### config.mk
export PLATFORM = sky130hd
export DESIGN_NAME = gif_pixel_unpack_and_interlace_flat
export DESIGN_NICKNAME = d
export VERILOG_FILES = /design/src/hw/rtl/gifpu_pkg.sv /design/src/hw/rtl/gifpu_if.sv /design/src/hw/rtl/gif_pixel_unpack_and_interlace.sv /design/src/hw/rtl/gifpu_cfg.sv /design/src/hw/rtl/gifpu_lane.sv /design/src/hw/rtl/gifpu_merge.sv /design/src/hw/rtl/gifpu_ser.sv /design/src/flat_wrapper.sv
export VERILOG_INCLUDE_DIRS = /design/src /design/src/hw/rtl
export SDC_FILE = /design/constraint.sdc
export NUM_CORES = 1
export LEC_CHECK = 0
export BUFFER_PORTS_ARGS = -buffer_cell sky130_fd_sc_hd__buf_2
export CORE_ASPECT_RATIO = 0.5
export CORE_MARGIN = 2
export CORE_UTILIZATION = 30
export CTS_BUF_LIST = sky130_fd_sc_hd__clkbuf_4 sky130_fd_sc_hd__clkbuf_8
export CTS_CLUSTER_DIAMETER = 100
export DETAILED_ROUTE_END_ITERATION = 10
export GPL_TIMING_DRIVEN = 0
export MAX_ROUTING_LAYER = met4
export PLACE_DENSITY = 0.44
export SYNTH_ARGS = -nofsm -noshare
export SYNTH_HDL_FRONTEND = slang
export SYNTH_SLANG_ARGS = --single-unit
### constraint.sdc
create_clock -name clk -period 8.3 [get_ports clk]
set_input_delay 1.66 -clock clk [delete_from_list [all_inputs] [get_ports clk]]
set_output_delay 1.66 -clock clk [all_outputs]
set_load 0.005 [all_outputs]
### src/hw/rtl/gif_pixel_unpack_and_interlace_macros.svh
// Assertion helpers for the RTL of the GIF pixel unpacker (used by gifpu_ser).
`ifndef GIF_PIXEL_UNPACK_AND_INTERLACE_MACROS_SVH
`define GIF_PIXEL_UNPACK_AND_INTERLACE_MACROS_SVH

// Same-cycle implication, masked while reset is held.
`define GIFPU_ASSERT_NOW(lbl, clk, rst_n, ante, cons, msg) \
  lbl: assert property (@(posedge clk) disable iff (!rst_n) (ante) |-> (cons)) \
    else $error(msg);

// Next-cycle implication, masked while reset is held.
`define GIFPU_ASSERT_NEXT(lbl, clk, rst_n, ante, cons, msg) \
  lbl: assert property (@(posedge clk) disable iff (!rst_n) (ante) |=> (cons)) \
    else $error(msg);

`endif

### src/hw/rtl/gifpu_pkg.sv
package gifpu_pkg;

  localparam int LANES  = 8;
  localparam int LANE_W = $clog2(LANES);

  localparam int PIX_W = 8;
  localparam int DIM_W = 16;
  localparam int BPP_W = 4;

  localparam int APB_DW = 32;
  localparam int APB_AW = 5;

  // Reset values of the registers
  localparam logic [BPP_W-1:0] BPP_RST    = 4'd8;
  localparam logic [DIM_W-1:0] WIDTH_RST  = 16'd1;
  localparam logic [DIM_W-1:0] HEIGHT_RST = 16'd1;

  // Interlace is honoured only from this height up
  localparam logic [DIM_W-1:0] MIN_IL_HEIGHT = 16'd5;

  // Row step and first row of each interlace pass
  localparam logic [3:0] STEP_P0 = 4'd8;
  localparam logic [3:0] STEP_P1 = 4'd8;
  localparam logic [3:0] STEP_P2 = 4'd4;
  localparam logic [3:0] STEP_P3 = 4'd2;
  localparam logic [DIM_W-1:0] START_P1 = 16'd4;
  localparam logic [DIM_W-1:0] START_P2 = 16'd2;
  localparam logic [DIM_W-1:0] START_P3 = 16'd1;

  // Pixels per byte for each depth
  localparam logic [LANE_W:0]   PER_BYTE_1 = 4'd8;
  localparam logic [LANE_W:0]   PER_BYTE_4 = 4'd2;
  localparam logic [LANE_W:0]   PER_BYTE_8 = 4'd1;

  typedef enum logic [1:0] {
    MODE_1BPP,
    MODE_4BPP,
    MODE_8BPP
  } mode_t;

  typedef enum logic [1:0] {
    PASS_0,
    PASS_1,
    PASS_2,
    PASS_3
  } pass_t;

  typedef enum logic [2:0] {
    REG_BPP         = 3'd0,
    REG_WIDTH       = 3'd1,
    REG_HEIGHT      = 3'd2,
    REG_TRANS_ON    = 3'd3,
    REG_TRANS_IDX   = 3'd4,
    REG_OPAQUE_IDX  = 3'd5,
    REG_INTERLACED  = 3'd6
  } reg_idx_t;

  typedef struct packed {
    logic [BPP_W-1:0] bpp;
    logic [DIM_W-1:0] width;
    logic [DIM_W-1:0] height;
    logic             trans_on;
    logic [PIX_W-1:0] trans_idx;
    logic [PIX_W-1:0] opaque_idx;
    logic             interlaced;
  } cfg_t;

  typedef struct packed {
    logic [PIX_W-1:0] pix;
    logic             row_end;
    logic             active;
  } lane_out_t;

  typedef struct packed {
    logic [LANES-1:0][PIX_W-1:0] pix;
    logic [DIM_W-1:0]            row;
    logic [LANE_W-1:0]           last_idx;
    logic                        row_done;
  } batch_t;

  function automatic mode_t bpp_mode(input logic [BPP_W-1:0] bpp);
    mode_t m;
    if (bpp == 4'd1) begin
      m = MODE_1BPP;
    end else if (bpp == 4'd4) begin
      m = MODE_4BPP;
    end else begin
      m = MODE_8BPP;
    end
    return m;
  endfunction

  function automatic logic [LANE_W:0] per_byte(input mode_t m);
    logic [LANE_W:0] n;
    unique case (m)
      MODE_1BPP: n = PER_BYTE_1;
      MODE_4BPP: n = PER_BYTE_4;
      default:   n = PER_BYTE_8;
    endcase
    return n;
  endfunction

endpackage

### src/hw/rtl/gifpu_if.sv
interface gifpu_in_if;
  logic                           valid;
  logic                           ready;
  logic [gifpu_pkg::PIX_W-1:0]    data_byte;
  logic [gifpu_pkg::LANES-1:0]    mask_bits;
  logic                           mask_present;

  modport source (output valid, data_byte, mask_bits, mask_present, input ready);
  modport sink   (input valid, data_byte, mask_bits, mask_present, output ready);
endinterface

interface gifpu_out_if;
  logic                           valid;
  logic                           ready;
  logic [gifpu_pkg::PIX_W-1:0]    pixel_index;
  logic [gifpu_pkg::DIM_W-1:0]    row_number;
  logic                           row_done;
  logic                           last_of_byte;

  modport source (output valid, pixel_index, row_number, row_done, last_of_byte,
                  input ready);
  modport sink   (input valid, pixel_index, row_number, row_done, last_of_byte,
                  output ready);
endinterface

### src/hw/rtl/gif_pixel_unpack_and_interlace.sv
// GIF pixel unpacker with sequential or four-pass interlaced row numbering.
// in_chan carries one request per packed row byte (data_byte, mask_bits,
// mask_present); out_chan gives one pixel per handshake with its row number,
// a row_done flag on the last pixel of a row and last_of_byte on the final
// pixel produced by the byte. Registers sit on the APB port, byte addresses
// 0 to 24; write them only while no byte is in flight.
// Eight lanes unpack and substitute all pixels of a byte at once; a merge
// stage cuts the byte at the row end and loads a one-byte result buffer.
// Latency: the first pixel of a byte is valid the cycle after it is taken.
// Throughput: one pixel per cycle while out_chan.ready is high. A byte gives
// 8 pixels at 1 bit per pixel, 2 at 4 bits, 1 at 8 bits, fewer where the row
// ends inside the byte. The next byte is taken in the cycle the previous
// byte's last pixel is taken, so bytes stream without gaps.
// Reset: registers return to their defaults (8 bits per pixel, width and
// height 1), column, row and pass go to zero and the buffer empties.
// Stall: with out_chan.ready low the current pixel holds, and in_chan.ready
// stays low until the buffered byte has fully drained.
module gif_pixel_unpack_and_interlace (
  input  logic                          clk,
  input  logic                          rst_n,
  gifpu_in_if.sink                      in_chan,
  gifpu_out_if.source                   out_chan,
  input  logic                          psel,
  input  logic                          penable,
  input  logic                          pwrite,
  input  logic [gifpu_pkg::APB_AW-1:0]  paddr,
  input  logic [gifpu_pkg::APB_DW-1:0]  pwdata,
  output logic [gifpu_pkg::APB_DW-1:0]  prdata,
  output logic                          pready
);

  gifpu_pkg::cfg_t   cfg;
  gifpu_pkg::batch_t batch;
  logic              in_ready;
  logic              accept;

  assign in_chan.ready = in_ready;
  assign accept        = in_chan.valid && in_ready;

  gifpu_cfg u_cfg (
    .clk     (clk),
    .rst_n   (rst_n),
    .psel    (psel),
    .penable (penable),
    .pwrite  (pwrite),
    .paddr   (paddr),
    .pwdata  (pwdata),
    .prdata  (prdata),
    .pready  (pready),
    .cfg     (cfg)
  );

  gifpu_merge u_merge (
    .clk          (clk),
    .rst_n        (rst_n),
    .cfg          (cfg),
    .accept       (accept),
    .data_byte    (in_chan.data_byte),
    .mask_bits    (in_chan.mask_bits),
    .mask_present (in_chan.mask_present),
    .batch        (batch)
  );

  gifpu_ser u_ser (
    .clk          (clk),
    .rst_n        (rst_n),
    .in_valid     (in_chan.valid),
    .in_ready     (in_ready),
    .batch_in     (batch),
    .out_valid    (out_chan.valid),
    .out_ready    (out_chan.ready),
    .pixel_index  (out_chan.pixel_index),
    .row_number   (out_chan.row_number),
    .row_done     (out_chan.row_done),
    .last_of_byte (out_chan.last_of_byte)
  );

endmodule

### src/hw/rtl/gifpu_cfg.sv
module gifpu_cfg (
  input  logic                          clk,
  input  logic                          rst_n,
  input  logic                          psel,
  input  logic                          penable,
  input  logic                          pwrite,
  input  logic [gifpu_pkg::APB_AW-1:0]  paddr,
  input  logic [gifpu_pkg::APB_DW-1:0]  pwdata,
  output logic [gifpu_pkg::APB_DW-1:0]  prdata,
  output logic                          pready,
  output gifpu_pkg::cfg_t               cfg
);

  gifpu_pkg::cfg_t     cfg_r;
  gifpu_pkg::reg_idx_t idx;
  logic                wr_en;

  assign pready = 1'b1;
  assign idx    = gifpu_pkg::reg_idx_t'(paddr[gifpu_pkg::APB_AW-1:2]);
  assign wr_en  = psel && penable && pwrite;
  assign cfg    = cfg_r;

  always_ff @(posedge clk) begin
    if (!rst_n) begin
      cfg_r.bpp        <= gifpu_pkg::BPP_RST;
      cfg_r.width      <= gifpu_pkg::WIDTH_RST;
      cfg_r.height     <= gifpu_pkg::HEIGHT_RST;
      cfg_r.trans_on   <= 1'b0;
      cfg_r.trans_idx  <= '0;
      cfg_r.opaque_idx <= '0;
      cfg_r.interlaced <= 1'b0;
    end else if (wr_en) begin
      unique case (idx)
        gifpu_pkg::REG_BPP:        cfg_r.bpp        <= pwdata[gifpu_pkg::BPP_W-1:0];
        gifpu_pkg::REG_WIDTH:      cfg_r.width      <= pwdata[gifpu_pkg::DIM_W-1:0];
        gifpu_pkg::REG_HEIGHT:     cfg_r.height     <= pwdata[gifpu_pkg::DIM_W-1:0];
        gifpu_pkg::REG_TRANS_ON:   cfg_r.trans_on   <= pwdata[0];
        gifpu_pkg::REG_TRANS_IDX:  cfg_r.trans_idx  <= pwdata[gifpu_pkg::PIX_W-1:0];
        gifpu_pkg::REG_OPAQUE_IDX: cfg_r.opaque_idx <= pwdata[gifpu_pkg::PIX_W-1:0];
        gifpu_pkg::REG_INTERLACED: cfg_r.interlaced <= pwdata[0];
        default: ;
      endcase
    end
  end

  always_comb begin
    unique case (idx)
      gifpu_pkg::REG_BPP:        prdata = gifpu_pkg::APB_DW'(cfg_r.bpp);
      gifpu_pkg::REG_WIDTH:      prdata = gifpu_pkg::APB_DW'(cfg_r.width);
      gifpu_pkg::REG_HEIGHT:     prdata = gifpu_pkg::APB_DW'(cfg_r.height);
      gifpu_pkg::REG_TRANS_ON:   prdata = gifpu_pkg::APB_DW'(cfg_r.trans_on);
      gifpu_pkg::REG_TRANS_IDX:  prdata = gifpu_pkg::APB_DW'(cfg_r.trans_idx);
      gifpu_pkg::REG_OPAQUE_IDX: prdata = gifpu_pkg::APB_DW'(cfg_r.opaque_idx);
      gifpu_pkg::REG_INTERLACED: prdata = gifpu_pkg::APB_DW'(cfg_r.interlaced);
      default:                   prdata = '0;
    endcase
  end

endmodule

### src/hw/rtl/gifpu_lane.sv
module gifpu_lane #(
  parameter int LANE = 0
) (
  input  logic [gifpu_pkg::PIX_W-1:0] data_byte,
  input  logic                        mask_bit,
  input  logic                        masked_row,
  input  gifpu_pkg::mode_t            mode,
  input  logic [gifpu_pkg::DIM_W-1:0] column,
  input  gifpu_pkg::cfg_t             cfg,
  output gifpu_pkg::lane_out_t        lane_out
);

  localparam int BIT_POS = gifpu_pkg::LANES - 1 - LANE;

  logic [gifpu_pkg::PIX_W-1:0] raw;
  logic [gifpu_pkg::PIX_W-1:0] pix;
  logic                        active;
  logic                        row_end;
  logic [gifpu_pkg::DIM_W:0]   col_next;

  // Pick this lane's pixel, first pixel from the high bits
  always_comb begin
    unique case (mode)
      gifpu_pkg::MODE_1BPP: raw = gifpu_pkg::PIX_W'(data_byte[BIT_POS]);
      gifpu_pkg::MODE_4BPP: raw = (LANE == 0) ? gifpu_pkg::PIX_W'(data_byte[7:4])
                                              : gifpu_pkg::PIX_W'(data_byte[3:0]);
      default:              raw = data_byte;
    endcase
  end

  always_comb begin
    unique case (mode)
      gifpu_pkg::MODE_1BPP: active = 1'b1;
      gifpu_pkg::MODE_4BPP: active = (LANE < 2);
      default:              active = (LANE == 0);
    endcase
  end

  always_comb begin
    if (masked_row && mask_bit) begin
      pix = cfg.trans_idx;
    end else if (masked_row && (raw == cfg.trans_idx)) begin
      pix = cfg.opaque_idx;
    end else begin
      pix = raw;
    end
  end

  // Full-precision column test, so a column past the width still ends the row
  assign col_next = {1'b0, column} + (gifpu_pkg::DIM_W + 1)'(LANE + 1);
  assign row_end  = (col_next >= {1'b0, cfg.width});

  assign lane_out = '{pix: pix, row_end: row_end, active: active};

endmodule

### src/hw/rtl/gifpu_merge.sv
module gifpu_merge (
  input  logic                        clk,
  input  logic                        rst_n,
  input  gifpu_pkg::cfg_t             cfg,
  input  logic                        accept,
  input  logic [gifpu_pkg::PIX_W-1:0] data_byte,
  input  logic [gifpu_pkg::LANES-1:0] mask_bits,
  input  logic                        mask_present,
  output gifpu_pkg::batch_t           batch
);

  logic [gifpu_pkg::DIM_W-1:0] column_r, column_nxt;
  logic [gifpu_pkg::DIM_W-1:0] row_r, row_nxt;
  gifpu_pkg::pass_t            pass_r, pass_nxt;

  gifpu_pkg::mode_t            mode;
  logic [gifpu_pkg::LANE_W:0]  n_pix;
  logic                        masked_row;
  gifpu_pkg::lane_out_t        lane_out [gifpu_pkg::LANES];

  logic [gifpu_pkg::LANES-1:0][gifpu_pkg::PIX_W-1:0] pix;
  logic [gifpu_pkg::LANE_W-1:0]                      last_idx;
  logic                                              row_done;

  assign mode       = gifpu_pkg::bpp_mode(cfg.bpp);
  assign n_pix      = gifpu_pkg::per_byte(mode);
  assign masked_row = mask_present && cfg.trans_on;

  for (genvar k = 0; k < gifpu_pkg::LANES; k++) begin : g_lane
    gifpu_lane #(.LANE(k)) u_lane (
      .data_byte  (data_byte),
      .mask_bit   (mask_bits[gifpu_pkg::LANES-1-k]),
      .masked_row (masked_row),
      .mode       (mode),
      .column     (column_r),
      .cfg        (cfg),
      .lane_out   (lane_out[k])
    );
    assign pix[k] = lane_out[k].pix;
  end

  // Cut the byte at the first active lane that ends the row
  always_comb begin
    last_idx = gifpu_pkg::LANE_W'(n_pix - 1'b1);
    row_done = 1'b0;
    for (int k = gifpu_pkg::LANES - 1; k >= 0; k--) begin
      if (lane_out[k].active && lane_out[k].row_end) begin
        last_idx = gifpu_pkg::LANE_W'(k);
        row_done = 1'b1;
      end
    end
  end

  assign batch = '{pix: pix, row: row_r, last_idx: last_idx, row_done: row_done};

  always_comb begin
    if (row_done) begin
      column_nxt = '0;
    end else begin
      column_nxt = column_r + gifpu_pkg::DIM_W'(n_pix);
    end
  end

  // Row advance: plain +1, or along the four interlace passes
  always_comb begin
    logic [3:0]                  step;
    logic [gifpu_pkg::DIM_W:0]   sum;
    logic                        il;
    row_nxt  = row_r;
    pass_nxt = pass_r;
    il       = cfg.interlaced && (cfg.height >= gifpu_pkg::MIN_IL_HEIGHT);
    unique case (pass_r)
      gifpu_pkg::PASS_0: step = gifpu_pkg::STEP_P0;
      gifpu_pkg::PASS_1: step = gifpu_pkg::STEP_P1;
      gifpu_pkg::PASS_2: step = gifpu_pkg::STEP_P2;
      default:           step = gifpu_pkg::STEP_P3;
    endcase
    sum = {1'b0, row_r} + (gifpu_pkg::DIM_W + 1)'(step);
    if (!il) begin
      row_nxt = row_r + 1'b1;
    end else if (pass_r == gifpu_pkg::PASS_3) begin
      row_nxt = sum[gifpu_pkg::DIM_W-1:0];
    end else if (sum >= {1'b0, cfg.height}) begin
      unique case (pass_r)
        gifpu_pkg::PASS_0: begin
          row_nxt  = gifpu_pkg::START_P1;
          pass_nxt = gifpu_pkg::PASS_1;
        end
        gifpu_pkg::PASS_1: begin
          row_nxt  = gifpu_pkg::START_P2;
          pass_nxt = gifpu_pkg::PASS_2;
        end
        default: begin
          row_nxt  = gifpu_pkg::START_P3;
          pass_nxt = gifpu_pkg::PASS_3;
        end
      endcase
    end else begin
      row_nxt = sum[gifpu_pkg::DIM_W-1:0];
    end
  end

  always_ff @(posedge clk) begin
    if (!rst_n) begin
      column_r <= '0;
      row_r    <= '0;
      pass_r   <= gifpu_pkg::PASS_0;
    end else if (accept) begin
      column_r <= column_nxt;
      if (row_done) begin
        row_r  <= row_nxt;
        pass_r <= pass_nxt;
      end
    end
  end

endmodule

### src/hw/rtl/gifpu_ser.sv
`include "gif_pixel_unpack_and_interlace_macros.svh"

module gifpu_ser (
  input  logic                        clk,
  input  logic                        rst_n,
  input  logic                        in_valid,
  output logic                        in_ready,
  input  gifpu_pkg::batch_t           batch_in,
  output logic                        out_valid,
  input  logic                        out_ready,
  output logic [gifpu_pkg::PIX_W-1:0] pixel_index,
  output logic [gifpu_pkg::DIM_W-1:0] row_number,
  output logic                        row_done,
  output logic                        last_of_byte
);

  gifpu_pkg::batch_t              batch_r;
  logic                           full_r;
  logic [gifpu_pkg::LANE_W-1:0]   idx_r;
  logic                           take;
  logic                           at_last;
  logic                           drain_last;
  logic                           load;

  assign at_last    = (idx_r == batch_r.last_idx);
  assign take       = full_r && out_ready;
  assign drain_last = take && at_last;
  // Take the next byte in the same cycle its predecessor's last pixel leaves
  assign in_ready   = !full_r || drain_last;
  assign load       = in_valid && in_ready;

  assign out_valid    = full_r;
  assign pixel_index  = batch_r.pix[idx_r];
  assign row_number   = batch_r.row;
  assign row_done     = batch_r.row_done && at_last;
  assign last_of_byte = at_last;

  always_ff @(posedge clk) begin
    if (!rst_n) begin
      full_r <= 1'b0;
      idx_r  <= '0;
    end else if (load) begin
      full_r <= 1'b1;
      idx_r  <= '0;
    end else if (drain_last) begin
      full_r <= 1'b0;
    end else if (take) begin
      idx_r  <= idx_r + 1'b1;
    end
  end

  always_ff @(posedge clk) begin
    if (load) begin
      batch_r <= batch_in;
    end
  end

  `GIFPU_ASSERT_NEXT(a_load_starts, clk, rst_n, load, full_r && (idx_r == '0), "load did not restart the drain")
  `GIFPU_ASSERT_NOW(a_idx_in_range, clk, rst_n, full_r, idx_r <= batch_r.last_idx, "drain index ran past the byte")
  `GIFPU_ASSERT_NEXT(a_no_early_drop, clk, rst_n, take && !at_last, full_r, "byte dropped before its last pixel")
  `GIFPU_ASSERT_NOW(a_no_load_midbyte, clk, rst_n, full_r && !drain_last, !in_ready, "request taken while a byte is draining")

endmodule

### src/flat_wrapper.sv
// flat-port wrapper written by rule: the top's interface ports become plain ports
module gif_pixel_unpack_and_interlace_flat 
  (clk, rst_n, psel, penable, pwrite, paddr, pwdata, prdata, pready, in_chan_valid, in_chan_data_byte, in_chan_mask_bits, in_chan_mask_present, in_chan_ready, out_chan_valid, out_chan_pixel_index, out_chan_row_number, out_chan_row_done, out_chan_last_of_byte, out_chan_ready);
  gifpu_in_if in_chan_i ();
  gifpu_out_if out_chan_i ();
  input  logic clk;
  input  logic rst_n;
  input  logic psel;
  input  logic penable;
  input  logic pwrite;
  input  logic [gifpu_pkg::APB_AW-1:0] paddr;
  input  logic [gifpu_pkg::APB_DW-1:0] pwdata;
  output logic [gifpu_pkg::APB_DW-1:0] prdata;
  output logic pready;
  input wire logic [$bits(in_chan_i.valid)-1:0] in_chan_valid;
  input wire logic [$bits(in_chan_i.data_byte)-1:0] in_chan_data_byte;
  input wire logic [$bits(in_chan_i.mask_bits)-1:0] in_chan_mask_bits;
  input wire logic [$bits(in_chan_i.mask_present)-1:0] in_chan_mask_present;
  output wire logic [$bits(in_chan_i.ready)-1:0] in_chan_ready;
  output wire logic [$bits(out_chan_i.valid)-1:0] out_chan_valid;
  output wire logic [$bits(out_chan_i.pixel_index)-1:0] out_chan_pixel_index;
  output wire logic [$bits(out_chan_i.row_number)-1:0] out_chan_row_number;
  output wire logic [$bits(out_chan_i.row_done)-1:0] out_chan_row_done;
  output wire logic [$bits(out_chan_i.last_of_byte)-1:0] out_chan_last_of_byte;
  input wire logic [$bits(out_chan_i.ready)-1:0] out_chan_ready;
  assign in_chan_i.valid = in_chan_valid;
  assign in_chan_i.data_byte = in_chan_data_byte;
  assign in_chan_i.mask_bits = in_chan_mask_bits;
  assign in_chan_i.mask_present = in_chan_mask_present;
  assign in_chan_ready = in_chan_i.ready;
  assign out_chan_valid = out_chan_i.valid;
  assign out_chan_pixel_index = out_chan_i.pixel_index;
  assign out_chan_row_number = out_chan_i.row_number;
  assign out_chan_row_done = out_chan_i.row_done;
  assign out_chan_last_of_byte = out_chan_i.last_of_byte;
  assign out_chan_i.ready = out_chan_ready;
  gif_pixel_unpack_and_interlace u_core (.clk(clk), .rst_n(rst_n), .in_chan(in_chan_i), .out_chan(out_chan_i), .psel(psel), .penable(penable), .pwrite(pwrite), .paddr(paddr), .pwdata(pwdata), .prdata(prdata), .pready(pready));
endmodule
[Word level (Yosys, flattened, before mapping)]
Index checks and enable logic that the tools add are counted.
Word-level totals
  register bits after elaboration: 176
  output and inout bits: 61
  logic and storage cells: 181
Operators by class
  $lt $le $gt $ge: 11
  mux-type cells: 56
  bitwise logic cells: 3
  add/sub/neg operators: 13
  equal/unequal tests: 21
  reductions and logical operators: 52
Operators with widths (number)
  >= comparator 17 x 16 -> 1 bit: 9
  2-to-1 mux 8 bit: 17
  one-hot mux 8 bit (2 select lines): 8
  one-hot mux 16 bit (7 select lines): 1
  adder 16 x 3 -> 17 bit, second input constant: 4
  == test 8 bit: 8
  2-to-1 mux 16 bit: 4
  adder 16 x 2 -> 17 bit, second input constant: 2
  logical AND 1 bit: 31
  binary-select mux 8 bit (select 3 bit): 1
  AND reduction 2 bit: 9
  adder 16 x 1 -> 17 bit, second input constant: 1
  adder 16 x 4 -> 17 bit: 1
  adder 16 x 4 -> 17 bit, second input constant: 1
  adder 16 x 1 -> 16 bit, second input constant: 1
  adder 16 x 4 -> 16 bit: 1
  >= comparator 16 x 3 -> 1 bit, second input constant: 1
  one-hot mux 4 bit (2 select lines): 2
  2-to-1 mux 1 bit: 13
  2-to-1 mux 3 bit: 4
  == test 3 bit, second input constant: 3
  2-to-1 mux 2 bit: 4
  OR reduction 2 bit: 4
  == test 3 x 2 -> 1 bit, second input constant: 2
  other kinds (19): 24

[Logic depth before layout (Yosys ltp)]
  word-level depth: 15
  gate-level depth with buffers: 20
  mapped depth without buffers: 19

[By module]
Synthesis repeated with hierarchy kept, for this count alone.
Second synthesis, totals
  cell total of the unflattened synthesis: 2081
  area, all modules: 17651.9 µm²
Modules (own cells, without submodules)
  gifpu_ser: seq. area each 2602.5 µm², instances 1, area an instance 3429.5 µm², cells an instance 156
  gifpu_merge: seq. area each 680.7 µm², instances 1, area an instance 2905.3 µm², cells an instance 382
  gifpu_cfg: seq. area each 1081.0 µm², instances 1, area an instance 2625.0 µm², cells an instance 287
  gifpu_lane at u_core.u_merge.g_lane[0].u_lane: seq. area each 0.0 µm², instances 1, area an instance 1154.9 µm², cells an instance 161
  gifpu_lane at u_core.u_merge.g_lane[2].u_lane: seq. area each 0.0 µm², instances 1, area an instance 1143.6 µm², cells an instance 167
  gifpu_lane at u_core.u_merge.g_lane[4].u_lane: seq. area each 0.0 µm², instances 1, area an instance 1123.6 µm², cells an instance 161
  gifpu_lane at u_core.u_merge.g_lane[6].u_lane: seq. area each 0.0 µm², instances 1, area an instance 1109.8 µm², cells an instance 165
  gifpu_lane at u_core.u_merge.g_lane[5].u_lane: seq. area each 0.0 µm², instances 1, area an instance 1084.8 µm², cells an instance 155
  gifpu_lane at u_core.u_merge.g_lane[3].u_lane: seq. area each 0.0 µm², instances 1, area an instance 1039.7 µm², cells an instance 145
  gifpu_lane at u_core.u_merge.g_lane[7].u_lane: seq. area each 0.0 µm², instances 1, area an instance 1031.0 µm², cells an instance 155
  gifpu_lane at u_core.u_merge.g_lane[1].u_lane: seq. area each 0.0 µm², instances 1, area an instance 998.5 µm², cells an instance 146
  gif_pixel_unpack_and_interlace: seq. area each 0.0 µm², instances 1, area an instance 6.3 µm², cells an instance 1

[Worst setup path before layout]
Ideal clock, no wire load.
  kind: input to register
  start: in out_chan_ready
  end: reg u_core.u_merge.row_r[6] (netlist bit)
  arrival: 4.568 ns
  setup slack: 3.662 ns
  path buffers: 0
  stages: 6
  cell sequence: a21bo_2 -> nand2_1 -> inv_1 -> o21ai_2 -> or3_1 -> a21oi_1
Between the ends
  longest elaborated chain between the ends: 5
RTL lines
  start, declared: line flat_wrapper.sv:25  | input wire logic [$bits(out_chan_i.ready)-1:0] out_chan_ready;
  logical AND 1 bit: line gifpu_ser.sv:26  | assign take = full_r && out_ready;
  logical AND 1 bit: line gifpu_ser.sv:27  | assign drain_last = take && at_last;
  logical OR 1 bit: line gifpu_ser.sv:29  | assign in_ready = !full_r || drain_last;
  logical AND 1 bit: line gif_pixel_unpack_and_interlace.sv:38  | assign accept = in_chan.valid && in_ready;
  named net u_core.accept: line gif_pixel_unpack_and_interlace.sv:35  | logic accept;
  AND reduction 2 bit (no line)
  end signal, assigned: line gifpu_merge.sv:111  | row_r <= row_nxt;
  end, declared: line gifpu_merge.sv:13  | logic [gifpu_pkg::DIM_W-1:0] row_r, row_nxt;
The timed path passes the listed nets, and every way through them passes these cells.
A chain may end at the register's enable or synchronous reset.

[Worst setup path after layout]
  start: reg u_core.u_merge.column_r[3] (netlist bit)
  end: reg u_core.u_merge.row_r[12] (netlist bit)
Between the ends
  longest elaborated chain between the ends: 12
RTL lines
  start, declared: line gifpu_merge.sv:12  | logic [gifpu_pkg::DIM_W-1:0] column_r, column_nxt;
  start signal, assigned: line gifpu_merge.sv:109  | column_r <= column_nxt;
  adder 16 x 4 -> 17 bit: line gifpu_lane.sv:50  | assign col_next = {1'b0, column} + (gifpu_pkg::DIM_W + 1)'(LANE + 1);
  >= comparator 17 x 16 -> 1 bit: line gifpu_lane.sv:51  | assign row_end = (col_next >= {1'b0, cfg.width});
  logical AND 1 bit: line gifpu_merge.sv:47  | if (lane_out[k].active && lane_out[k].row_end) begin
  2-to-1 mux 1 bit (7 in a row): line gifpu_merge.sv:47
  2-to-1 mux 1 bit (*): line gifpu_merge.sv:47
  AND reduction 2 bit (no line) (*)
Every way passes the cells marked *; elsewhere a longest branch is shown, timed or not.

==> results.tsv <==
metric	value	unit
power_frac_comb	12.3	%
wl	49.88	mm
core-area	47300	um2
critPathCaptureType	register	
ys.flop_type	dfxtp_1	
drt_iter0_drc	795	
yosys.area.top_type	edfxtp_1	
first_pass_iters	5	
rsz0062_at_grt	no	
placed_area	15840	um2
crit_path_top_delay_cell	o41a_2	
final-setup-viol-count	0	
power_density	111.4	nW/um2
fmax	0.1743	GHz
synth-async-reset-ratio	0	%
multi_input_area	9273	um2
yosysSeqAreaShare	30.03	%
critPathArrivalTime	6.13	ns
required	8.70	ns
grt_pass1_wl	76.40	mm
first_global_vias	12350	
drv_slew	0	
path_max_fanout	10	
clock_path_buffers	2	
overflow	0	
skew	0.01955	ns
grtUsageTotal	20.46	%
num_vias	12630	
crit_type	register to register	
post_cts_buffers	0	
finalHoldViolations	0	
fin_hold_ws	0.4433	ns
syn_to_final_growth	11.79	%
clk_latency	0.51	ns
slew_headroom	28.27	%
path_clk_slew	0.10	ns
drive_gt1_share	12.79	%
die_area	50320	um2
synth.distinct_cells	90	
final.period_utilization	69.11	%
antenna_found_initial	1	
slowest_delay	0.62	ns
io_pins	122	
antenna_left	0	
worst_slew_pin_slew	1.076	ns
drc	0	
hold_class	register to register	
ctsResizeCount	0	
synth_most_common_cell	nand2_1	
maxCapViolations	0	
fin_nets	2040	
cp_cell_sequence	ha_1 -> clkbuf_1 -> and3_1 -> clkbuf_1 -> nand2_1 -> nor2_1 -> nand2_1 -> xnor2_1 -> ha_1 -> nand4_1 -> nor2_1 -> o311ai_1 -> nand4b_1 -> nand4bb_1 -> o41a_2 -> o21ai_2 -> a21oi_1 -> o221a_2	
dieWidth	315.3	um
gp_congestion	0.9006	
status	complete, no violations	
port_buffers	84	
stdcell_area	16240	um2
grt_max_degree	70	
holdBufCountCts	0	
critPathLaunchType	register	
p_seq_share	52.8	%
yosysWarnings	0	
register_area	4364	um2
p_switching	0.5040	mW
avgSynthCellArea	8.518	um2
synth-edff-count	84	
start_util	30.72	%
cts_tree	yes	
power.clock.fraction	34.9	%
p_leak	6.426	nW
p_sw_share	27.84	%
synth_seq_cells	176	
fillers	5056	
setup_tns	0	ns
cts_root_buf	clkbuf_8	
peakVddDrop	0.00008767	V
vias_per_cell	5.098	
synthesis.area	14530	um2
synth_common_cells	207 x nand2_1, 152 x a21oi_1, 152 x ha_1	
synth_cells	1706	
dieHeight	159.6	um
synth_top_area_share	17.36	%
cts.sinks	176	
ys_top_cells_by_area	edfxtp_1 17%, ha_1 13%, dfxtp_1 13%	
cts_buffers	17	
htreeDepth	4	
routedWlPerCell	20.14	um
power	1.810	mW
p_int	1.306	mW
fp-row-count	56	
hpwl	38.94	mm
min_period	5.736	ns
cell type report:
| type | count | share of cell area [%] |
|---|---|---|
| antenna | 1 | 0.01540 |
| buffer | 141 | 4.413 |
| clock buffer | 18 | 1.487 |
| clock inverter | 14 | 0.9705 |
| inverter | 64 | 1.494 |
| multi-input combinational | 1340 | 57.08 |
| sequential | 176 | 26.87 |
| tap | 638 | 4.914 |
| timing repair buffer | 85 | 2.757 |
layer usage:
metal	share of wire, %	track usage, %
met4	1.5	4.589
met3	3.5	2.221
met1	48	27.77
met2	47	32.71
met5	0	-
registers in the layout, indices dropped and copies added (netlist names):
signal,flops
u_core.u_ser.batch_r,68
u_core.u_cfg.cfg,54
u_core.u_merge.column_r,16
u_core.u_merge.row_r,16
u_core.u_ser.row_number,16
u_core.u_ser.idx_r,3
u_core.u_merge.pass_r,2
u_core.u_ser.out_valid,1
placed cells by master (no fill, tap or decap), types with 7 or more instances in the layout:
cell type	netlist	layout
a21oi_1	152	152
or2_2	8	8
buf_2	8	92
ha_1	152	152
inv_1	62	61
a22oi_1	14	14
mux2i_1	29	29
nand3_1	48	48
nand2_1	207	207
a211oi_1	12	12
dfxtp_1	92	92
a21o_1	16	16
nand2b_1	10	10
mux4_2	20	20
buf_1	15	15
nand4_1	25	25
nor4_1	7	7
nor2b_1	18	18
buf_4	35	35
o21ai_0	94	94
nor3_1	37	37
conb_1	2	17
mux2_2	13	13
clkbuf_8	0	17
o31ai_1	11	11
xnor2_1	86	86
clkbuf_1	76	76
edfxtp_1	84	84
a31oi_1	16	16
xor2_1	67	67
nor2_1	150	150
and3_1	16	16
final timing paths:
check / from / to / slack [ns] / cells past startpoint
worst max register to register: u_core.u_merge.column_r[3]$_SDFFE_PN0P_ / u_core.u_merge.row_r[12]$_SDFFE_PN0P_ / 2.56 / 18
worst min register to register: u_core.u_merge.row_r[7]$_SDFFE_PN0P_ / u_core.u_ser.row_number[7]$_DFFE_PP_ / 0.44 / 0
worst max-delay path: u_core.u_merge.column_r[3]$_SDFFE_PN0P_ / u_core.u_merge.row_r[12]$_SDFFE_PN0P_ / 2.56 / 18
worst min-delay path: u_core.u_merge.row_r[7]$_SDFFE_PN0P_ / u_core.u_ser.row_number[7]$_DFFE_PP_ / 0.44 / 0
stage by stage:
step | util, % | std cells | setup WS, ns
2_1_floorplan | - | 1721 | 3.662
3_3_place_gp | 33.42 | 2443 | 1.933
3_5_place_dp | 33.50 | 2444 | 2.636
4_1_cts | 34.34 | 2476 | 2.569
5_1_grt | 34.35 | 2477 | 2.285
6_report | 34.35 | 2477 | 2.564
cell families (layout without fill, tap and decap cells):
family,after synthesis,count (layout),share of synthesized area [%]
compound gates,388,388,16.47
simple gates,566,566,18.17
fa+ha+maj,154,154,13.36
mux,62,62,6.105
buf+inv,205,322,6.587
flops,176,176,30.03
other cells,2,18,0.05168
xor+xnor,153,153,9.222
critical path, delay by kind of cell (launching register included):
kind | cells | cell delay [ns]
flops | 1 | 0.51
fa+ha+maj | 2 | 0.52
xor+xnor | 1 | 0.16
simple gates | 8 | 1.94
buf+inv | 2 | 0.86
compound gates | 5 | 1.64
power by group through the flow:
stage	Clock (mW)	Combinational (mW)	Sequential, mW
floorplan	0	0.140	0.972
global placement	0	0.222	0.978
detailed placement	0	0.225	0.975
CTS	0.649	0.225	0.955
global route	0.681	0.247	0.959
finish	0.632	0.223	0.955
Note: power is estimated with default switching activity, not from simulation.
